**src/rtl/positional_array_table_engine_unit_assert.svh**
```systemverilog
// Assertion macros for the table engine.
`ifndef POSITIONAL_ARRAY_TABLE_ENGINE_UNIT_ASSERT_SVH
`define POSITIONAL_ARRAY_TABLE_ENGINE_UNIT_ASSERT_SVH

// Same-cycle implication, disabled while in reset.
`define PATE_ASSERT_IMPL(lbl, ck, rstn, ante, cons) \
    lbl: assert property (@(posedge ck) disable iff (!(rstn)) (ante) |-> (cons)) \
        else $error("table engine check failed");

// Next-cycle implication, disabled while in reset.
`define PATE_ASSERT_NEXT(lbl, ck, rstn, ante, cons) \
    lbl: assert property (@(posedge ck) disable iff (!(rstn)) (ante) |=> (cons)) \
        else $error("table engine check failed");

`endif

```
**src/rtl/pate_pkg.sv**
```systemverilog
package pate_pkg;

    localparam int unsigned DEPTH_DEF = 64;

    localparam int unsigned VALUE_W  = 32;
    localparam int unsigned POS_W    = 7;
    localparam int unsigned FUNC_W   = 3;
    localparam int unsigned STATUS_W = 3;
    localparam int unsigned INDEX_W  = 6;
    localparam int unsigned MAX_DUMP = 64;

    // value, position, padded to whole bytes
    localparam int unsigned S_TDATA_W = ((VALUE_W + POS_W + 7) / 8) * 8;
    // index, data, minimum, padded to whole bytes
    localparam int unsigned M_TDATA_W = ((INDEX_W + 2 * VALUE_W + 7) / 8) * 8;

    localparam logic [FUNC_W-1:0] FN_INSERT = 3'd0;
    localparam logic [FUNC_W-1:0] FN_DUMP   = 3'd1;
    localparam logic [FUNC_W-1:0] FN_SEARCH = 3'd2;
    localparam logic [FUNC_W-1:0] FN_DELETE = 3'd3;
    localparam logic [FUNC_W-1:0] FN_MINMAX = 3'd4;
    localparam logic [FUNC_W-1:0] FN_UPDATE = 3'd5;

    localparam logic [STATUS_W-1:0] STS_OK       = 3'd0;
    localparam logic [STATUS_W-1:0] STS_BADPOS   = 3'd1;
    localparam logic [STATUS_W-1:0] STS_NOTFOUND = 3'd2;
    localparam logic [STATUS_W-1:0] STS_EMPTY    = 3'd3;
    localparam logic [STATUS_W-1:0] STS_FULL     = 3'd4;

    typedef enum logic [3:0] {
        S_IDLE,
        S_START,
        S_EMIT,
        S_DUMP,
        S_SRCH,
        S_MINMAX,
        S_INS,
        S_INS_PUT,
        S_DEL
    } pate_state_t;

endpackage

```
**src/rtl/positional_array_table_engine_unit.sv**
```systemverilog
// Packed table of DEPTH signed 32-bit words with a live count, driven by one request per
// input transaction (insert, dump, search, delete, min/max, update). A small sequencer walks
// the table through a single-port-read, single-port-write memory with registered read data,
// one entry per cycle unless a dump waits on the output; the block takes no new request
// until the current one has finished. After accept and decode, insert shifts entries
// pos..n-1 up by one, then writes the value (an append writes at decode); delete shifts
// the entries above pos down by one (none for the last entry); search reads to a match or
// the end; min/max reads all n entries; update writes at decode. Each result, errors too,
// then loads once the output register is free; dump loads min(n,64) results, one per entry
// (n the live count, pos the position). The result sits in an output register, so the next
// request is accepted while it waits. Only entries below n are read: no clearing pass.
module positional_array_table_engine_unit #(
    parameter int unsigned DEPTH = pate_pkg::DEPTH_DEF
) (
    input  logic                                   clk,
    input  logic                                   rst_n,
    input  logic                                   s_tvalid,
    output logic                                   s_tready,
    // value [31:0], position [38:32], zero pad [39]
    input  logic [pate_pkg::S_TDATA_W-1:0]         s_tdata,
    // func [2:0]
    input  logic [pate_pkg::FUNC_W-1:0]            s_tuser,
    output logic                                   m_tvalid,
    input  logic                                   m_tready,
    // index [5:0], data [37:6], minimum [69:38], zero pad [71:70]
    output logic [pate_pkg::M_TDATA_W-1:0]         m_tdata,
    // status [2:0]
    output logic [pate_pkg::STATUS_W-1:0]          m_tuser,
    output logic                                   m_tlast
);
    import pate_pkg::*;

`include "positional_array_table_engine_unit_assert.svh"

    localparam int unsigned AW = $clog2(DEPTH);
    localparam int unsigned CW = $clog2(DEPTH + 1);
    localparam int unsigned PW = (CW > POS_W) ? CW : POS_W;
    localparam logic [PW-1:0] DUMP_LAST_IDX = PW'(MAX_DUMP - 1);
    localparam logic [CW-1:0] FULL_COUNT    = CW'(DEPTH);

    pate_state_t state_reg, state_next;

    logic [FUNC_W-1:0]          func_reg;
    logic signed [VALUE_W-1:0]  val_reg;
    logic [POS_W-1:0]           pos_reg;
    logic [CW-1:0]              count_reg, count_next;
    logic [AW-1:0]              ptr_reg, ptr_next;

    logic [STATUS_W-1:0]        res_status_reg, res_status_next;
    logic [INDEX_W-1:0]         res_index_reg, res_index_next;
    logic signed [VALUE_W-1:0]  res_data_reg, res_data_next;
    logic signed [VALUE_W-1:0]  res_min_reg, res_min_next;

    logic                       out_valid_reg;
    logic [STATUS_W-1:0]        out_status_reg;
    logic [INDEX_W-1:0]         out_index_reg;
    logic signed [VALUE_W-1:0]  out_data_reg;
    logic signed [VALUE_W-1:0]  out_min_reg;
    logic                       out_last_reg;

    logic signed [VALUE_W-1:0]  mem [DEPTH];
    logic signed [VALUE_W-1:0]  rdata_reg;
    logic                       rd_en, wr_en;
    logic [AW-1:0]              rd_addr, wr_addr;
    logic signed [VALUE_W-1:0]  wr_data;

    logic                       out_load, out_free;
    logic [STATUS_W-1:0]        o_status;
    logic [INDEX_W-1:0]         o_index;
    logic signed [VALUE_W-1:0]  o_data;
    logic signed [VALUE_W-1:0]  o_min;
    logic                       o_last;

    logic [PW-1:0]              pos_ext, cnt_ext, ptr_ext, cnt_m1_ext;
    logic [CW-1:0]              cnt_dec;
    logic [AW-1:0]              cnt_m1, pos_a, ptr_inc, ptr_dec;
    logic                       in_accept, empty, full, dump_last;

    assign in_accept  = s_tvalid && s_tready;
    assign out_free   = !out_valid_reg || m_tready;
    assign pos_ext    = PW'(pos_reg);
    assign cnt_ext    = PW'(count_reg);
    assign ptr_ext    = PW'(ptr_reg);
    assign cnt_dec    = count_reg - CW'(1);
    assign cnt_m1     = cnt_dec[AW-1:0];
    assign cnt_m1_ext = PW'(cnt_dec);
    assign pos_a      = pos_ext[AW-1:0];
    assign ptr_inc    = ptr_reg + AW'(1);
    assign ptr_dec    = ptr_reg - AW'(1);
    assign empty      = (count_reg == '0);
    assign full       = (count_reg == FULL_COUNT);
    assign dump_last  = (ptr_ext == cnt_m1_ext) || (ptr_ext == DUMP_LAST_IDX);

    always_comb
    begin
        state_next      = state_reg;
        count_next      = count_reg;
        ptr_next        = ptr_reg;
        res_status_next = res_status_reg;
        res_index_next  = res_index_reg;
        res_data_next   = res_data_reg;
        res_min_next    = res_min_reg;
        rd_en           = 1'b0;
        rd_addr         = ptr_inc;
        wr_en           = 1'b0;
        wr_addr         = ptr_reg;
        wr_data         = rdata_reg;
        out_load        = 1'b0;
        o_status        = res_status_reg;
        o_index         = res_index_reg;
        o_data          = res_data_reg;
        o_min           = res_min_reg;
        o_last          = 1'b1;
        s_tready        = 1'b0;

        case (state_reg)
            S_IDLE:
            begin
                s_tready = 1'b1;
                if (s_tvalid)
                begin
                    state_next = S_START;
                end
            end
            S_START:
            begin
                res_status_next = STS_OK;
                res_index_next  = '0;
                res_data_next   = '0;
                res_min_next    = '0;
                state_next      = S_EMIT;
                case (func_reg)
                    FN_INSERT:
                    begin
                        if (pos_ext > cnt_ext)
                        begin
                            res_status_next = STS_BADPOS;
                        end
                        else if (full)
                        begin
                            res_status_next = STS_FULL;
                        end
                        else if (pos_ext == cnt_ext)
                        begin
                            // append: nothing to move
                            wr_en      = 1'b1;
                            wr_addr    = pos_a;
                            wr_data    = val_reg;
                            count_next = count_reg + CW'(1);
                        end
                        else
                        begin
                            rd_en      = 1'b1;
                            rd_addr    = cnt_m1;
                            ptr_next   = cnt_m1;
                            state_next = S_INS;
                        end
                    end
                    FN_DUMP, FN_SEARCH, FN_MINMAX:
                    begin
                        if (empty)
                        begin
                            res_status_next = STS_EMPTY;
                        end
                        else
                        begin
                            rd_en    = 1'b1;
                            rd_addr  = '0;
                            ptr_next = '0;
                            if (func_reg == FN_DUMP)
                            begin
                                state_next = S_DUMP;
                            end
                            else if (func_reg == FN_SEARCH)
                            begin
                                state_next = S_SRCH;
                            end
                            else
                            begin
                                state_next = S_MINMAX;
                            end
                        end
                    end
                    FN_DELETE:
                    begin
                        if (empty)
                        begin
                            res_status_next = STS_EMPTY;
                        end
                        else if (pos_ext >= cnt_ext)
                        begin
                            res_status_next = STS_BADPOS;
                        end
                        else if (pos_ext == cnt_m1_ext)
                        begin
                            // last entry: just drop it
                            count_next = cnt_dec;
                        end
                        else
                        begin
                            rd_en      = 1'b1;
                            rd_addr    = pos_a + AW'(1);
                            ptr_next   = pos_a + AW'(1);
                            state_next = S_DEL;
                        end
                    end
                    FN_UPDATE:
                    begin
                        if (empty)
                        begin
                            res_status_next = STS_EMPTY;
                        end
                        else if (pos_ext >= cnt_ext)
                        begin
                            res_status_next = STS_BADPOS;
                        end
                        else
                        begin
                            wr_en   = 1'b1;
                            wr_addr = pos_a;
                            wr_data = val_reg;
                        end
                    end
                    default:
                    begin
                        // unused code: no result
                        state_next = S_IDLE;
                    end
                endcase
            end
            S_EMIT:
            begin
                if (out_free)
                begin
                    out_load   = 1'b1;
                    state_next = S_IDLE;
                end
            end
            S_DUMP:
            begin
                o_status = STS_OK;
                o_index  = ptr_ext[INDEX_W-1:0];
                o_data   = rdata_reg;
                o_min    = '0;
                o_last   = dump_last;
                if (out_free)
                begin
                    out_load = 1'b1;
                    if (dump_last)
                    begin
                        state_next = S_IDLE;
                    end
                    else
                    begin
                        rd_en    = 1'b1;
                        ptr_next = ptr_inc;
                    end
                end
            end
            S_SRCH:
            begin
                if (rdata_reg == val_reg)
                begin
                    res_index_next = ptr_ext[INDEX_W-1:0];
                    state_next     = S_EMIT;
                end
                else if (ptr_reg == cnt_m1)
                begin
                    res_status_next = STS_NOTFOUND;
                    state_next      = S_EMIT;
                end
                else
                begin
                    rd_en    = 1'b1;
                    ptr_next = ptr_inc;
                end
            end
            S_MINMAX:
            begin
                // running max in res_data, running min in res_min
                if (ptr_reg == '0 || res_data_reg < rdata_reg)
                begin
                    res_data_next = rdata_reg;
                end
                if (ptr_reg == '0 || rdata_reg < res_min_reg)
                begin
                    res_min_next = rdata_reg;
                end
                if (ptr_reg == cnt_m1)
                begin
                    state_next = S_EMIT;
                end
                else
                begin
                    rd_en    = 1'b1;
                    ptr_next = ptr_inc;
                end
            end
            S_INS:
            begin
                // move entry ptr up by one, walking down towards pos
                wr_en   = 1'b1;
                wr_addr = ptr_inc;
                if (ptr_reg == pos_a)
                begin
                    state_next = S_INS_PUT;
                end
                else
                begin
                    rd_en    = 1'b1;
                    rd_addr  = ptr_dec;
                    ptr_next = ptr_dec;
                end
            end
            S_INS_PUT:
            begin
                wr_en      = 1'b1;
                wr_addr    = pos_a;
                wr_data    = val_reg;
                count_next = count_reg + CW'(1);
                state_next = S_EMIT;
            end
            S_DEL:
            begin
                // move entry ptr down by one, walking up to the end
                wr_en   = 1'b1;
                wr_addr = ptr_dec;
                if (ptr_reg == cnt_m1)
                begin
                    count_next = cnt_dec;
                    state_next = S_EMIT;
                end
                else
                begin
                    rd_en    = 1'b1;
                    ptr_next = ptr_inc;
                end
            end
            default:
            begin
                state_next = S_IDLE;
            end
        endcase
    end

    always_ff @(posedge clk or negedge rst_n)
    begin
        if (!rst_n)
        begin
            state_reg     <= S_IDLE;
            count_reg     <= '0;
            out_valid_reg <= 1'b0;
        end
        else
        begin
            state_reg <= state_next;
            count_reg <= count_next;
            if (out_load)
            begin
                out_valid_reg <= 1'b1;
            end
            else if (m_tready)
            begin
                out_valid_reg <= 1'b0;
            end
        end
    end

    always_ff @(posedge clk)
    begin
        if (in_accept)
        begin
            func_reg <= s_tuser;
            val_reg  <= s_tdata[VALUE_W-1:0];
            pos_reg  <= s_tdata[VALUE_W+POS_W-1:VALUE_W];
        end
        ptr_reg        <= ptr_next;
        res_status_reg <= res_status_next;
        res_index_reg  <= res_index_next;
        res_data_reg   <= res_data_next;
        res_min_reg    <= res_min_next;
        if (out_load)
        begin
            out_status_reg <= o_status;
            out_index_reg  <= o_index;
            out_data_reg   <= o_data;
            out_min_reg    <= o_min;
            out_last_reg   <= o_last;
        end
    end

    always_ff @(posedge clk)
    begin
        if (wr_en)
        begin
            mem[wr_addr] <= wr_data;
        end
    end

    always_ff @(posedge clk)
    begin
        if (rd_en)
        begin
            rdata_reg <= mem[rd_addr];
        end
    end

    assign m_tvalid = out_valid_reg;
    assign m_tuser  = out_status_reg;
    assign m_tlast  = out_last_reg;
    assign m_tdata  = {(M_TDATA_W - INDEX_W - 2 * VALUE_W)'(0),
                       out_min_reg, out_data_reg, out_index_reg};

    `PATE_ASSERT_IMPL(a_count_range, clk, rst_n, 1'b1, count_reg <= FULL_COUNT)
    `PATE_ASSERT_IMPL(a_no_overwrite, clk, rst_n, out_load, !m_tvalid || m_tready)
    `PATE_ASSERT_NEXT(a_insert_grows, clk, rst_n, state_reg == S_INS_PUT,
                      count_reg == CW'($past(count_reg) + CW'(1)))
    `PATE_ASSERT_NEXT(a_last_ends, clk, rst_n, out_load && o_last, state_reg == S_IDLE)

endmodule

```
**config.mk**
```make
export PLATFORM = sky130hd
export DESIGN_NAME = positional_array_table_engine_unit
export DESIGN_NICKNAME = d
export VERILOG_FILES = /design/src/rtl/pate_pkg.sv /design/src/rtl/positional_array_table_engine_unit.sv
export VERILOG_INCLUDE_DIRS = /design/src /design/src/rtl
export SDC_FILE = /design/constraint.sdc
export NUM_CORES = 2
export LEC_CHECK = 0
export BUFFER_PORTS_ARGS = -buffer_cell sky130_fd_sc_hd__clkbuf_2
export CAP_MARGIN = 25
export CELL_PAD_IN_SITES_DETAIL_PLACEMENT = 0
export CELL_PAD_IN_SITES_GLOBAL_PLACEMENT = 1
export CORE_MARGIN = 2
export CORE_UTILIZATION = 53
export CTS_CLUSTER_DIAMETER = 80
export DETAILED_ROUTE_END_ITERATION = 8
export PLACE_DENSITY_LB_ADDON = 0.1
export SETUP_SLACK_MARGIN = 0.1
export SLEW_MARGIN = 20
export SYNTH_ARGS = -nofsm -noshare
export SYNTH_HDL_FRONTEND = slang
export SYNTH_SLANG_ARGS = --single-unit
```
**constraint.sdc**
```tcl
create_clock -name clk -period 7 [get_ports clk]
set_clock_uncertainty 0.1 [all_clocks]
set_input_delay 0 -clock clk [delete_from_list [all_inputs] [get_ports clk]]
set_output_delay 0 -clock clk [all_outputs]
set_load 0.05 [all_outputs]
```
# == Yosys cells after proc, flatten, opt, wreduce, memory -nomap -nowiden ==
# Memories as Yosys holds them, arrays and structs flattened. A register that Yosys moved wholly into a read port is not among the register bits.
# Index checks and enable logic that the tools add are counted.
# classes
n_addsub,5
multipliers,0
div,0
order_cmp,4
eq_ne,45
n_shift,0
n_mux,110
n_bitwise,0
reduce_logical,27
# ops
op,count
32-bit two-way mux,8
32-bit one-hot mux with 2 select lines,4
6-bit two-way mux,27
32-bit less-than comparator,2
7-bit two-way mux,7
4-bit two-way mux,10
6-bit one-hot mux with 2 select lines,3
6-bit one-hot mux with 3 select lines,2
32-bit == test,1
4-bit one-hot mux with 8 select lines,1
6-bit one-hot mux with 5 select lines,1
3-bit two-way mux,9
"3-bit inequality test, second input constant",9
1-bit two-way mux,26
"2-bit inequality test, second input constant",13
6-bit one-hot mux with 4 select lines,1
7-bit one-hot mux with 3 select lines,1
"4-bit by 3-bit == test with 1-bit output, second input constant",4
4-bit one-hot mux with 4 select lines,1
7-bit == test,2
7-bit one-hot mux with 2 select lines,1
13-bit AND reduction,1
"6-bit by 1-bit adder with 6-bit output, second input constant",2
6-bit == test,2
38 further kinds,53
# totals
register_bits,207
latch_bits,0
mem_bits_rw,2048
rom_bits,0
inputBits,47
out_inout_bits,78
elab_cells,208
mem_count,1
# mem_list
memory,words,width,read_ports,rd_ports_with_merged_regs,write_ports,line,text
mem,64,32,1,1,1,positional_array_table_engine_unit.sv:61,logic signed [VALUE_W-1:0] mem [DEPTH];

# == Longest topological paths before layout ==
# logic_depth
depth_word,8
ltp_mapped,21

# == Least setup slack after synthesis ==
# OpenSTA, ideal clock, no wires.
# synth_timing
path_kind,register to register
from,reg pos_reg[0] (netlist: pos_ext[0])
to,mem mem[34][0] (enable)
arrival_ns,5.337
required_ns,6.439
slack_ns,1.102
stages_incl_launch_ff,14
n_path_buf,1
path_cell_list,edfxtp_1 inv_1 ha_1 nand2b_1 a211oi_1 o21ba_2 buf_2 a41oi_1 o31ai_1 a22oi_1 or2_1 a221o_1 or3_1 nor3_1
# synth_via
elab_chain_cells,8
# synth_rtl
item,line,text
"start, declared",positional_array_table_engine_unit.sv:45,logic [POS_W-1:0] pos_reg;
"start signal, assigned",positional_array_table_engine_unit.sv:375,pos_reg <= s_tdata[VALUE_W+POS_W-1:VALUE_W];
branches (longest 8 deep; another with 7-bit greater-or-equal comparator),--,
"end, declared",positional_array_table_engine_unit.sv:61,
# Several ways; the timed one is not identified.

# == Final worst setup path ==
# layout_timing
from,reg count_reg[0] (netlist: cnt_ext[0])
to,mem mem[9][24] (enable)
# layout_via
elab_chain_cells,8
# layout_rtl
item,line,text
"start, declared",positional_array_table_engine_unit.sv:46,"logic [CW-1:0] count_reg, count_next;"
"start signal, assigned",positional_array_table_engine_unit.sv:357,count_reg <= count_next;
branches (longest 8 deep; another with 7-bit greater-or-equal comparator),--,
# Several ways; the timed one is not identified.

==> run summary <==
status -> complete, no violations
Crit Path Max Fanout -> 32
M3 GR Usage -> 6.53%
P per Cell Area -> 519 nW/um^2
Clock Sinks -> 2287
CP Depth -> 14
Routed Antenna Nets -> 0
Initial Utilization -> 53.3%
share of cells above drive strength 1 -> 14.5%
critical path class -> flip-flop to flip-flop
Post-DP HPWL -> 170000 microns
Final Cycle Share -> 90.4%
die height -> 428 microns
most used routing layer -> met1
Placed Cells -> 8947
Synth area leaders -> edfxtp_1, nand2_1, and3_1, a211oi_1, mux2_2
Syn. warnings -> 0
max FFs per register -> 2048
Global Route met2 Usage -> 45.2%
register area share after synthesis -> 72.1%
largest net degree at the start of global routing -> 153
crit path buf inv count -> 2
CP top delay family -> simple AND/OR/NAND/NOR gates
arrival time worst endpoint -> 6720 ps
CP endpoint kind -> flip-flop
Synth area leader -> edfxtp_1
Hold WC Path Type -> primary input to flip-flop
WHS Path Cells -> 6
ys flop type -> edfxtp_1
commonest non-fill, non-tap cell in the layout -> edfxtp_1
number of synthesized register bits -> 2287
synth unique cells -> 89
critical-path cell list -> inv_1 > ha_1 > nor3b_4 > nand3_1 > nor4b_1 > a41oi_1 > o31ai_1 > a22oi_1 > nor2_1 > o22ai_1 > nand2b_1 > nand2b_1 > nor2_4 > buf_4
Final GP Congestion -> 0.885
Buffers on Ports -> 121
asr flop ratio synth -> 0.525%
cells on worst reg2reg path -> 14
RSZ-0062 raised after global routing -> no
CTS tree -> yes
DR WL/cell -> 30.6 microns
mean instance size in the synthesized netlist -> 14.3 sq um
max cap viols -> 0
slew at the pin closest to its max-slew limit -> 1100 ps
Yosys top cell area share -> 71.8%
gr ovfl total -> 0
IO Pins -> 125
CP max stage cell -> o22ai_1
DRC viols -> 0
clock tree buffer depth -> 3
total wire length -> 290000 microns
EDFF count, synth -> 2275
Core Region -> 178000 sq um
setup_tns -> 0 ps
root buffer cell -> clkbuf_16
VDD IR-drop max -> 0.774 mV
Vias -> 61700
Final nets -> 7041
Global Route Usage Sum -> 31.3%
leading cell types in the layout, fill and taps excluded -> edfxtp_1, nand2_1, and3_1, a211oi_1, buf_4
Die ar. -> 183000 sq um
clk_lat worst skew -> 890 ps
type of origin of the critical path -> flip-flop
initial antenna violation count -> 12
CTS H-Tree Depth -> 4
global-route wire length before repair -> 413000 microns
drt first pass iters -> 6
Leakage -> 36.8 nW
Final Hold Vio Count -> 0
post-synthesis cell count -> 6672
TritonCTS Buffers -> 231
Final Critical Period -> 6330 ps
Critical Path RT -> 7390 ps
synthesized area -> 95200 sq um
Initial DRC Count -> 8317
worst hold margin -> 122 ps
fmax -> 158 MHz
Rows -> 155
vias in the first global route -> 58400
Via density -> 6.52
critical path's most frequent cell -> nand2b_1
max-slew violations -> 0
final setup violating endpoints -> 0
CTS clock-pin slew for the worst setup and hold paths -> 60 ps
Slew HR -> 26.6%
Area growth, synth to finish -> 14.3%
Die Wd -> 428 microns
final non-filler cell total -> 9471
crit-path max cell delay -> 810 ps
most flop-heavy register -> mem
met1 track utilization from global routing -> 47.4%
==> metrics by stage <==
step / utilization [%] / cell area [sq um] / power (mW) / setup slack, ps
after global placement: 56.2 / 100000 / 43.7 / 1020
after floorplan: - / 95200 / 32.5 / 1100
after global routing: 60.9 / 109000 / 58.5 / 326
after CTS: 60.9 / 109000 / 56.1 / 867
after detailed placement: 56.3 / 100000 / 44.1 / 940
final: 60.9 / 109000 / 56.5 / 671
==> where the power goes <==
group	switching [mW]	internal [mW]
clock network	5.26	6.73
logic	18.8	7.21
registers	0.653	17.8
==> worst register-to-register path, stage by stage (launching register included) <==
cell and delay [ps]:
dfrtp_1 530, inv_1 160, ha_1 250, nor3b_4 360
nand3_1 360, nor4b_1 260, a41oi_1 260, o31ai_1 110
a22oi_1 630, nor2_1 80, o22ai_1 810, nand2b_1 480
nand2b_1 660, nor2_4 230, buf_4 590
==> layout make-up <==
class	count	area (sq um)
Sequential cell	2287	68600
Clock buffer	299	6060
Inverter	230	863
Multi-Input combinational cell	3637	24600
Timing Repair Buffer	532	4410
Antenna cell	2	5.00
Fill cell	13500	69700
Clock inverter	129	1250
Tap cell	2355	2950
==> Yosys cell counts (all sizes together) (10+ instances only) <==
cell and count:
a221o 37, a32oi 10, and3 409, o41ai 33, nor2b 18, nor4 59
a21o 48, o221ai 94, clkbuf 349, nor3 56, inv 230, a211oi 292
o21ai 135, a31oi 85, nand2 750, o2111ai 85, o22ai 10, o21a 10
edfxtp 2275, nand4 107, mux2 130, ha 75, dfrtp 12, o211ai 177
a2111oi 152, a21oi 137, nor2 165, mux2i 96, a221oi 38, nand3 260
xor2 37, buf 170, nand2b 24, xnor2 33
==> worst paths after layout <==
path / slack (ps) / end / from
hold reg to reg: 450 / m_tuser[0] / res_status_reg[0]
hold / removal: 120 / state_reg[0] / s_tvalid
setup reg to reg: 670 / mem[9][24] / cnt_ext[0]
max in group asynchronous: 6180 / m_tvalid / rst_n
min in group asynchronous: 140 / cnt_ext[6] / rst_n
setup / recovery: 670 / mem[9][24] / cnt_ext[0]
==> kinds of logic after synthesis <==
group	count (synthesis)	share of synthesized area, %
AO/OA/AOI/OAI	1372	10.7
XOR/XNOR	74	0.747
adder cells (fa/ha/maj)	75	0.986
buffers and inverters	749	3.23
flip-flops	2287	72.1
multiplexers	226	2.55
other	1	0.00394
AND/OR/NAND/NOR	1888	9.68
==> what timing repair did <==
item	CTS	global route
endpoints found under the hold margin	104	0
gates resized for setup	0	0
hold buffers	89	0
buffers inserted	0	0
==> routing by layer <==
| metal | up-vias | share of wire (%) | routed length (microns) |
|---|---|---|---|
| met5 | - | 0.012 | 36 |
| met4 | 4 | 3.4 | 9770 |
| met3 | 405 | 11 | 31200 |
| met2 | 3167 | 43 | 125000 |
| met1 | 31400 | 42 | 123000 |
| li1 | 26700 | - | - |
No activity file was read; power rests on OpenSTA's default activity.
